===== config.mk =====
export PLATFORM = sky130hd
export DESIGN_NAME = vna_ctrl
export DESIGN_NICKNAME = d
export VERILOG_FILES = /design/src/design/vna_pkg.sv /design/src/design/vna_ctrl.sv
export SDC_FILE = /design/constraint.sdc
export NUM_CORES = 1
export LEC_CHECK = 0
export BUFFER_PORTS_ARGS = -buffer_cell sky130_fd_sc_hd__buf_4
export CAP_MARGIN = 15
export CORE_MARGIN = 3
export CORE_UTILIZATION = 40
export CTS_CLUSTER_SIZE = 24
export DETAILED_ROUTE_END_ITERATION = 7
export PLACE_DENSITY = 0.66
export SKIP_LAST_GASP = 1
export SLEW_MARGIN = 10
export SYNTH_ARGS = -nofsm -noshare
export SYNTH_HDL_FRONTEND = slang
export SYNTH_SLANG_ARGS = --single-unit

===== constraint.sdc =====
create_clock -name i_clk -period 2 [get_ports i_clk]
set_input_delay 0 -clock i_clk [delete_from_list [all_inputs] [get_ports i_clk]]
set_output_delay 0 -clock i_clk [all_outputs]
set_load 0.05 [all_outputs]

===== src/design/vna_pkg.sv =====
// Shared types, constants and helper functions for the vertex normal accumulator.
package vna_pkg;

    localparam int VERTEX_COUNT = 1024;
    localparam int AW      = $clog2(VERTEX_COUNT);
    localparam int IDX_W   = 10;
    localparam int COORD_W = 32;
    localparam int NORM_W  = 16;
    localparam int SUM_W   = 24;
    localparam int EDGE_W  = 33;
    localparam int MAG_W   = 62;
    localparam int CR_W    = 63;
    localparam int SQ_W    = 64;
    localparam int LEN_W   = 32;
    localparam int Q_W     = 15;
    localparam int REM_W   = 46;
    localparam int CNT_W   = 5;

    localparam logic signed [SUM_W:0] SUM_MAX = 25'sd8388607;
    localparam logic signed [SUM_W:0] SUM_MIN = -25'sd8388608;

    typedef enum logic [1:0] {
        OP_LOAD  = 2'd0,
        OP_TRI   = 2'd1,
        OP_QUERY = 2'd2
    } t_op;

    typedef enum logic [1:0] {
        ST_OK    = 2'd0,
        ST_ZERO  = 2'd1,
        ST_RANGE = 2'd2
    } t_status;

    typedef enum logic [1:0] {
        SEL_A  = 2'd0,
        SEL_B  = 2'd1,
        SEL_C  = 2'd2,
        SEL_VI = 2'd3
    } t_vsel;

    typedef enum logic {
        MM_CROSS  = 1'b0,
        MM_SQUARE = 1'b1
    } t_mmode;

    typedef enum logic [4:0] {
        S_CLEAR, S_IDLE, S_DECODE, S_FETCH, S_FETCH_LAST, S_EDGE, S_ESCALE,
        S_CROSS, S_QRD, S_VLOAD, S_NORM, S_SQUARE, S_SQRT, S_DIV_INIT,
        S_DIVIDE, S_SUM_RD, S_SUM_WR, S_RESULT
    } t_state;

    typedef struct packed {
        logic       in_load;
        logic       pos_we;
        t_vsel      pos_sel;
        logic       pos_shift;
        logic       edge_load;
        logic       escale_step;
        logic       acc_clr;
        logic       mul_go;
        t_mmode     mul_mode;
        logic [2:0] idx;
        logic       vload;
        logic       norm_step;
        logic       sqrt_step;
        logic       div_init;
        logic       div_step;
        t_vsel      sum_sel;
        logic       sum_we;
        logic       clear;
        logic       res_load;
        t_status    res_status;
    } t_cmd;

    typedef struct packed {
        t_op  op;
        logic tri_ok;
        logic vi_ok;
        logic clr_last;
        logic e_big;
        logic v_zero;
        logic v_norm;
    } t_stat;

    typedef struct packed {
        logic [2:0] ia;
        logic [2:0] ib;
        logic [1:0] tgt;
        logic       sub;
    } t_mpair;

    function automatic logic idx_ok(logic [IDX_W-1:0] idx);
        return 32'(idx) < VERTEX_COUNT;
    endfunction

    function automatic t_mpair mul_pair(logic [2:0] k);
        t_mpair p;
        case (k)
            3'd0:    p = '{ia: 3'd1, ib: 3'd5, tgt: 2'd0, sub: 1'b0};
            3'd1:    p = '{ia: 3'd2, ib: 3'd4, tgt: 2'd0, sub: 1'b1};
            3'd2:    p = '{ia: 3'd2, ib: 3'd3, tgt: 2'd1, sub: 1'b0};
            3'd3:    p = '{ia: 3'd0, ib: 3'd5, tgt: 2'd1, sub: 1'b1};
            3'd4:    p = '{ia: 3'd0, ib: 3'd4, tgt: 2'd2, sub: 1'b0};
            default: p = '{ia: 3'd1, ib: 3'd3, tgt: 2'd2, sub: 1'b1};
        endcase
        return p;
    endfunction

endpackage


===== src/design/vna_ctrl.sv =====
// Controller state machine sequencing loads, triangle accumulation and queries.
module vna_ctrl (
    input  logic           i_clk,
    input  logic           i_rst_n,
    input  logic           i_in_valid,
    output logic           o_in_ready,
    output logic           o_out_valid,
    input  logic           i_out_ready,
    input  vna_pkg::t_stat i_stat,
    output vna_pkg::t_cmd  o_cmd
);

    vna_pkg::t_state  r_state, n_state;
    logic [vna_pkg::CNT_W-1:0] r_cnt, n_cnt;
    vna_pkg::t_status r_res_st, n_res_st;
    logic             r_ov;
    logic             res_go;

    assign res_go = !r_ov || i_out_ready;

    always_ff @(posedge i_clk) begin
        if (!i_rst_n) begin
            r_state  <= vna_pkg::S_CLEAR;
            r_cnt    <= '0;
            r_res_st <= vna_pkg::ST_OK;
            r_ov     <= 1'b0;
        end else begin
            r_state  <= n_state;
            r_cnt    <= n_cnt;
            r_res_st <= n_res_st;
            if (o_cmd.res_load) begin
                r_ov <= 1'b1;
            end else if (i_out_ready) begin
                r_ov <= 1'b0;
            end
        end
    end

    always_comb begin
        n_state  = r_state;
        n_cnt    = r_cnt;
        n_res_st = r_res_st;
        unique case (r_state)
            vna_pkg::S_CLEAR: begin
                if (i_stat.clr_last) n_state = vna_pkg::S_IDLE;
            end
            vna_pkg::S_IDLE: begin
                if (i_in_valid) n_state = vna_pkg::S_DECODE;
            end
            vna_pkg::S_DECODE: begin
                n_cnt = '0;
                unique case (i_stat.op)
                    vna_pkg::OP_LOAD: n_state = vna_pkg::S_IDLE;
                    vna_pkg::OP_TRI: begin
                        n_state = i_stat.tri_ok ? vna_pkg::S_FETCH : vna_pkg::S_IDLE;
                    end
                    vna_pkg::OP_QUERY: begin
                        if (i_stat.vi_ok) begin
                            n_state  = vna_pkg::S_QRD;
                            n_res_st = vna_pkg::ST_OK;
                        end else begin
                            n_state  = vna_pkg::S_RESULT;
                            n_res_st = vna_pkg::ST_RANGE;
                        end
                    end
                    default: n_state = vna_pkg::S_IDLE;
                endcase
            end
            vna_pkg::S_FETCH: begin
                if (r_cnt == 5'd2) begin
                    n_state = vna_pkg::S_FETCH_LAST;
                    n_cnt   = '0;
                end else begin
                    n_cnt = r_cnt + 5'd1;
                end
            end
            vna_pkg::S_FETCH_LAST: n_state = vna_pkg::S_EDGE;
            vna_pkg::S_EDGE:       n_state = vna_pkg::S_ESCALE;
            vna_pkg::S_ESCALE: begin
                n_cnt = '0;
                if (!i_stat.e_big) n_state = vna_pkg::S_CROSS;
            end
            vna_pkg::S_CROSS: begin
                if (r_cnt == 5'd6) begin
                    n_state = vna_pkg::S_VLOAD;
                    n_cnt   = '0;
                end else begin
                    n_cnt = r_cnt + 5'd1;
                end
            end
            vna_pkg::S_QRD:   n_state = vna_pkg::S_VLOAD;
            vna_pkg::S_VLOAD: n_state = vna_pkg::S_NORM;
            vna_pkg::S_NORM: begin
                n_cnt = '0;
                if (i_stat.v_zero) begin
                    if (i_stat.op == vna_pkg::OP_QUERY) begin
                        n_state  = vna_pkg::S_RESULT;
                        n_res_st = vna_pkg::ST_ZERO;
                    end else begin
                        n_state = vna_pkg::S_IDLE;
                    end
                end else if (i_stat.v_norm) begin
                    n_state = vna_pkg::S_SQUARE;
                end
            end
            vna_pkg::S_SQUARE: begin
                if (r_cnt == 5'd3) begin
                    n_state = vna_pkg::S_SQRT;
                    n_cnt   = '0;
                end else begin
                    n_cnt = r_cnt + 5'd1;
                end
            end
            vna_pkg::S_SQRT: begin
                n_cnt = r_cnt + 5'd1;
                if (r_cnt == 5'd31) n_state = vna_pkg::S_DIV_INIT;
            end
            vna_pkg::S_DIV_INIT: begin
                n_state = vna_pkg::S_DIVIDE;
                n_cnt   = '0;
            end
            vna_pkg::S_DIVIDE: begin
                if (r_cnt == 5'd14) begin
                    n_cnt   = '0;
                    n_state = (i_stat.op == vna_pkg::OP_QUERY) ? vna_pkg::S_RESULT
                                                               : vna_pkg::S_SUM_RD;
                end else begin
                    n_cnt = r_cnt + 5'd1;
                end
            end
            vna_pkg::S_SUM_RD: n_state = vna_pkg::S_SUM_WR;
            vna_pkg::S_SUM_WR: begin
                if (r_cnt == 5'd2) begin
                    n_state = vna_pkg::S_IDLE;
                    n_cnt   = '0;
                end else begin
                    n_state = vna_pkg::S_SUM_RD;
                    n_cnt   = r_cnt + 5'd1;
                end
            end
            vna_pkg::S_RESULT: begin
                if (res_go) n_state = vna_pkg::S_IDLE;
            end
            default: n_state = vna_pkg::S_IDLE;
        endcase
    end

    always_comb begin
        o_cmd      = '0;
        o_cmd.idx  = r_cnt[2:0];
        o_in_ready = 1'b0;
        unique case (r_state)
            vna_pkg::S_CLEAR: o_cmd.clear = 1'b1;
            vna_pkg::S_IDLE: begin
                o_in_ready    = 1'b1;
                o_cmd.in_load = i_in_valid;
            end
            vna_pkg::S_DECODE: o_cmd.pos_we = (i_stat.op == vna_pkg::OP_LOAD);
            vna_pkg::S_FETCH: begin
                o_cmd.pos_sel   = vna_pkg::t_vsel'(r_cnt[1:0]);
                o_cmd.pos_shift = (r_cnt != 5'd0);
            end
            vna_pkg::S_FETCH_LAST: o_cmd.pos_shift = 1'b1;
            vna_pkg::S_EDGE: begin
                o_cmd.edge_load = 1'b1;
                o_cmd.acc_clr   = 1'b1;
            end
            vna_pkg::S_ESCALE: o_cmd.escale_step = i_stat.e_big;
            vna_pkg::S_CROSS: begin
                o_cmd.mul_go   = (r_cnt < 5'd6);
                o_cmd.mul_mode = vna_pkg::MM_CROSS;
            end
            vna_pkg::S_QRD:   o_cmd.sum_sel = vna_pkg::SEL_VI;
            vna_pkg::S_VLOAD: o_cmd.vload = 1'b1;
            vna_pkg::S_NORM: begin
                o_cmd.acc_clr   = 1'b1;
                o_cmd.norm_step = !i_stat.v_zero && !i_stat.v_norm;
            end
            vna_pkg::S_SQUARE: begin
                o_cmd.mul_go   = (r_cnt < 5'd3);
                o_cmd.mul_mode = vna_pkg::MM_SQUARE;
            end
            vna_pkg::S_SQRT:     o_cmd.sqrt_step = 1'b1;
            vna_pkg::S_DIV_INIT: o_cmd.div_init = 1'b1;
            vna_pkg::S_DIVIDE:   o_cmd.div_step = 1'b1;
            vna_pkg::S_SUM_RD:   o_cmd.sum_sel = vna_pkg::t_vsel'(r_cnt[1:0]);
            vna_pkg::S_SUM_WR: begin
                o_cmd.sum_sel = vna_pkg::t_vsel'(r_cnt[1:0]);
                o_cmd.sum_we  = 1'b1;
            end
            vna_pkg::S_RESULT: begin
                o_cmd.res_load   = res_go;
                o_cmd.res_status = r_res_st;
            end
            default: o_cmd = '0;
        endcase
    end

    assign o_out_valid = r_ov;

endmodule


After elaboration in Yosys (flattened, before gate mapping)
Cells that the tools add are included.

Register bits after elaboration: 13. Input port bits: 12.

Add/sub/neg operators: 1. Magnitude comparators: 2. Eq/ne operators: 37. Mux-type cells: 49. Reduce and logical (&&, ||, !) cells: 18.

Operators by type and width (number): 5-bit two-way mux (18); 5-bit one-hot mux with 18 select lines (1); 5-bit by 4-bit equality test with 1-bit output, second input constant (9); 5-bit one-hot mux with 6 select lines (1); 5-bit by 3-bit equality test with 1-bit output, second input constant (5); 2-bit inequality test, second input constant (12); 5-bit by 2-bit equality test with 1-bit output, second input constant (4); 18-bit OR reduction (1); 5-bit equality test, second input constant (3); 1-bit two-way mux (15); 2-bit two-way mux (6); 2-bit one-hot mux with 2 select lines (3); 5-bit one-hot mux with 2 select lines (1); 10-bit AND reduction (1); 3-bit two-way mux (2); 6-bit nonzero test (1); 2-bit OR reduction (3); 5-bit by 1-bit adder with 5-bit output, second input constant (1); 5-bit by 1-bit equality test with 1-bit output, second input constant (1); 5-bit logical NOT (1); 5-bit by 2-bit < comparator with 1-bit output, second input constant (1); 5-bit by 3-bit < comparator with 1-bit output, second input constant (1); 5-bit nonzero test (1); 4-bit two-way mux (1); other kinds (11) (14).

Depth between registers and ports, before layout
Depth after elaboration: 4. Gate-level depth with buffers: 8. Gate-level depth less buffers: 8.

Worst setup path after synthesis
No wires, ideal clock.

Kind: reg2out. Start point: reg r_state[4]. End point: out o_cmd[16] (netlist name). Data arrival time: 3.512 ns. Required time: 2.000 ns. Setup slack: -1.512 ns. Stages on the path, launching flop included: 7. Buffers on the path: 1. Path through: dfxtp_1 > buf_2 > nor3b_2 > nand2_1 > a21oi_1 > nor2_1 > a2111oi_0.

RTL lines: from (decl) (RTL line vna_ctrl.sv:13) `vna_pkg::t_state r_state, n_state;`; from (signal assigned) (RTL line vna_ctrl.sv:23) `r_state <= vna_pkg::S_CLEAR;`; from (signal assigned) (RTL line vna_ctrl.sv:28) `r_state <= n_state;`; to (decl) (RTL line vna_ctrl.sv:10) `output vna_pkg::t_cmd o_cmd`.

Final worst setup path
Start point: reg r_cnt[0] (netlist name). End point: reg r_cnt[2] (netlist name).

Cells in the longest elaborated chain, start to end: 3. Elaborated cells on any way between the ends: 10. Classes of those cells: add/sub (1); eq/ne (4); mux (5).

Ends and longest elaborated chain: from (decl) (RTL line vna_ctrl.sv:14) `logic [vna_pkg::CNT_W-1:0] r_cnt, n_cnt;`; from (signal assigned) (RTL line vna_ctrl.sv:29) `r_cnt <= n_cnt;`; 5-bit by 1-bit adder with 5-bit output (tied with other cells); 5-bit two-way mux (on tied branches); 5-bit one-hot mux with 6 select lines * (RTL line vna_ctrl.sv:43) `unique case (r_state)`.

Every way passes the cells marked *; elsewhere a longest branch is shown, timed or not. A chain may end at the register's enable or synchronous reset.

==> impl_metrics.csv <==
group,metric,value,unit
setup_path,crit_required,2170,ps
setup_path,cp-start-kind,"flip-flop",
global_route,grt_pass1_wl,7940,um
power_and_ir_drop,ir_worst_vdd,0.428,mV
yosys,synth_top_area_share,18.5,%
sta,maxSlewViolCount,0,
final_layout,area_growth,49.2,%
sta,final.setup.tns,0,ps
global_route,grt_usage,23.2,%
detailed_routing,drt-total-wl,4920,um
setup_path,crit_arrival,2100,ps
setup_path,cp-end-kind,"flip-flop",
sta,min_period,1930,ps
global_route,grt_antenna_before_repair,0,
detailed_routing,first_pass_iters,6,
min_path,holdCritPathClass,"input pin to flip-flop",
setup_path,critical_path_class,"flip-flop to flip-flop",
yosys,ys.warnings.count,0,
global_route,overflow,0,
global_route,grt_pass1_vias,1649,
power_and_ir_drop,p_leak,0.981,nW
sta,finalCritPeriodShare,96.7,%
setup_path,timing.rr.start,"r_cnt[0]",
clock_network,clock-sinks,13,
power_and_ir_drop,power_density,1360,nW/um^2
global_route,grt_max_degree,14,
final_layout,layout-drive-gt1-share,43.0,%
setup_path,ff2ff_setup_slack,70,ps
yosys,ys_seq_elements,13,
yosys,syn_nets,203,
setup_path,critPathMaxFanout,6,
min_path,holdCritStartpoint,"i_rst_n",
yosys,synthCells,184,
final_layout,fin_util,65.5,%
placement,gp_congestion,0.964,
job,maxCapViolations,0,
clock_network,cts_max_level,1,
floorplanning,die_w,65.3,um
sta,max_slew_margin,59.0,%
yosys,synth_seq_area_share,18.5,%
min_path,min_to,"r_state[0]",
final_layout,nets,271,
placement,place_hpwl,3780,um
floorplanning,row_count,20,
yosys,syn_area,1410,sq um
sta,timing.fmax,517,MHz
clock_network,clockRootBuffer,"clkbuf_4",
detailed_routing,viasPerCell,5.89,
floorplanning,fp.dieArea,4260,sq um
clock_network,clk_pin_slew,80,ps
clock_network,cts_tree,"built",
floorplanning,io_pins,39,
status,status,"finished, final reports clean",
placement,pre_cts_ws,9.91,ps
yosys,synth.distinct_cells,56,
detailed_routing,vias,1739,
sta,rsz0062_at_grt,"yes",
clock_network,worstSkewPairLatency,270,ps
detailed_routing,drtIter0Drc,141,
detailed_routing,drc,0,
clock_network,clock_path_buffers,2,
yosys,syn_avg_cell_area,7.64,sq um
sta,finalSetupViolCount,0,
placement,port_buffers,38,
detailed_routing,avgRoutedWirePerCell,16.7,um
min_path,holdPathStages,2,
floorplanning,initial_core_util,43.9,%
sta,worst-slew-pin-transition,600,ps
floorplanning,core,3200,sq um
final_layout,diodes,0,
floorplanning,die_y,65.3,um
sta,skew,6.40,ps
yosys,yosys.area.top_type,"dfxtp_1",
final_layout,layout_commonest_cell,"buf_4",
setup_path,worstReg2RegEnd,"r_cnt[2]",
detailed_routing,drtAntennaViolNets,0,
sta,worst_slack,66.4,ps
setup_path,rr_worst_depth,7,
sta,final-hold-violation-count,0,
yosys,netlist_top_cells_area,"dfxtp_1 (19%), ha_1 (6.2%), and3_1 (4.9%)",
clock_network,cts_buffers,3,
clock_network,cts_hold_buf,0,
final_layout,mostFrequentLayoutCells,"buf_4 (78), nor2_1 (14), and3_1 (11), inv_1 (10)",
## worst max-delay path by stage
stage,startpoint,to,cells after the start
2_1_floorplan,r_state[0],o_cmd[5],5
3_3_place_gp,r_state[4],r_cnt[4],7
3_5_place_dp,r_state[4],r_cnt[1],7
4_1_cts,r_state[4],o_cmd[16],5
5_1_grt,r_cnt[0],r_state[2],8
6_report,r_cnt[0],r_cnt[2],7
## state kept, by name, summed over array words and instances, names as in the netlist
| register | count |
|---|---|
| o_out_valid | 1 |
| r_cnt | 5 |
| r_res_st | 2 |
| r_state | 5 |
## area by class of cell
type	count	area, sq um
timing repair buffer	78	586
inverter	10	37.5
tap	44	55.1
sequential	13	278
multi-input combinational	146	1120
clock buffer	4	26.3
fill	302	1100
## report_power, final
| part | internal [W] | total (W) | switching (W) |
|---|---|---|---|
| Combinational | 0.000934 | 0.00225 | 0.00131 |
| Clock | 0.0000771 | 0.000159 | 0.0000821 |
| Sequential | 0.000338 | 0.000439 | 0.000101 |
## Yosys cell counts, drive strengths merged
cell / instances
o21ba: 1
nand2b: 3
nor2b: 8
o22ai: 1
nor2: 15
a21boi: 2
or3: 3
o211a: 1
a22oi: 1
nand4b: 1
and3: 12
a311oi: 3
dfxtp: 13
a31oi: 10
a21oi: 10
o2111a: 1
o21ai: 7
nand3b: 1
and4: 1
nor3: 12
clkbuf: 5
xnor2: 2
o2111ai: 2
a211oi: 1
nand3: 3
ha: 7
a2111oi: 3
nor3b: 2
o211ai: 2
or4b: 2
o32ai: 1
a21o: 3
o21a: 2
mux2i: 2
nor4b: 1
nand4bb: 1
inv: 10
buf: 10
nand2: 8
a22o: 1
nor4: 2
nand4: 2
and2: 4
o221a: 2
## worst max-delay path, cell delays in order (launching register included)
cell,delay (ps)
dfxtp_2,340
inv_1,80
ha_1,150
or4b_4,470
a311oi_2,250
buf_4,180
a21o_1,200
o21ba_1,160
## per-stage QoR
step	hold WS, ps	std cells	power (W)	instance area, sq um
after floorplan	66.6	184	0.00184	1460
after global placement	276	284	0.00245	1960
after detailed placement	271	284	0.00249	1960
after CTS	3.25	289	0.00271	2020
after global routing	-0.974	295	0.00302	2100
final	6.29	295	0.00284	2100
## repair_timing
| action | 4_1_cts | 5_1_grt |
|---|---|---|
| pin swaps | 1 | 5 |
| setup buffers | 1 | 6 |
| setup endpoints to repair | 2 | 7 |
| gates resized for setup | 7 | 10 |
| hold endpoints to repair | 0 | 0 |
## cells by family (layout without fill, tap and decap cells)
logic type,count (synthesis),count (layout),synth area share (%)
AND/OR/NAND/NOR,81,81,34.6
AO/OA/AOI/OAI,54,54,29.5
buffers and inverters,25,92,8.45
flip-flops,13,13,18.5
adder cells (fa/ha/maj),7,7,6.23
XOR/XNOR,2,2,1.25
multiplexers,2,2,1.42
## routing by layer
layer  part of all wire [%]  track usage [%]
met2                     47             37.9
met3                     10             4.44
met4                    2.3             8.55
met1                     41             30.1
met5                      0                0
(Power assumes the default switching activity.)
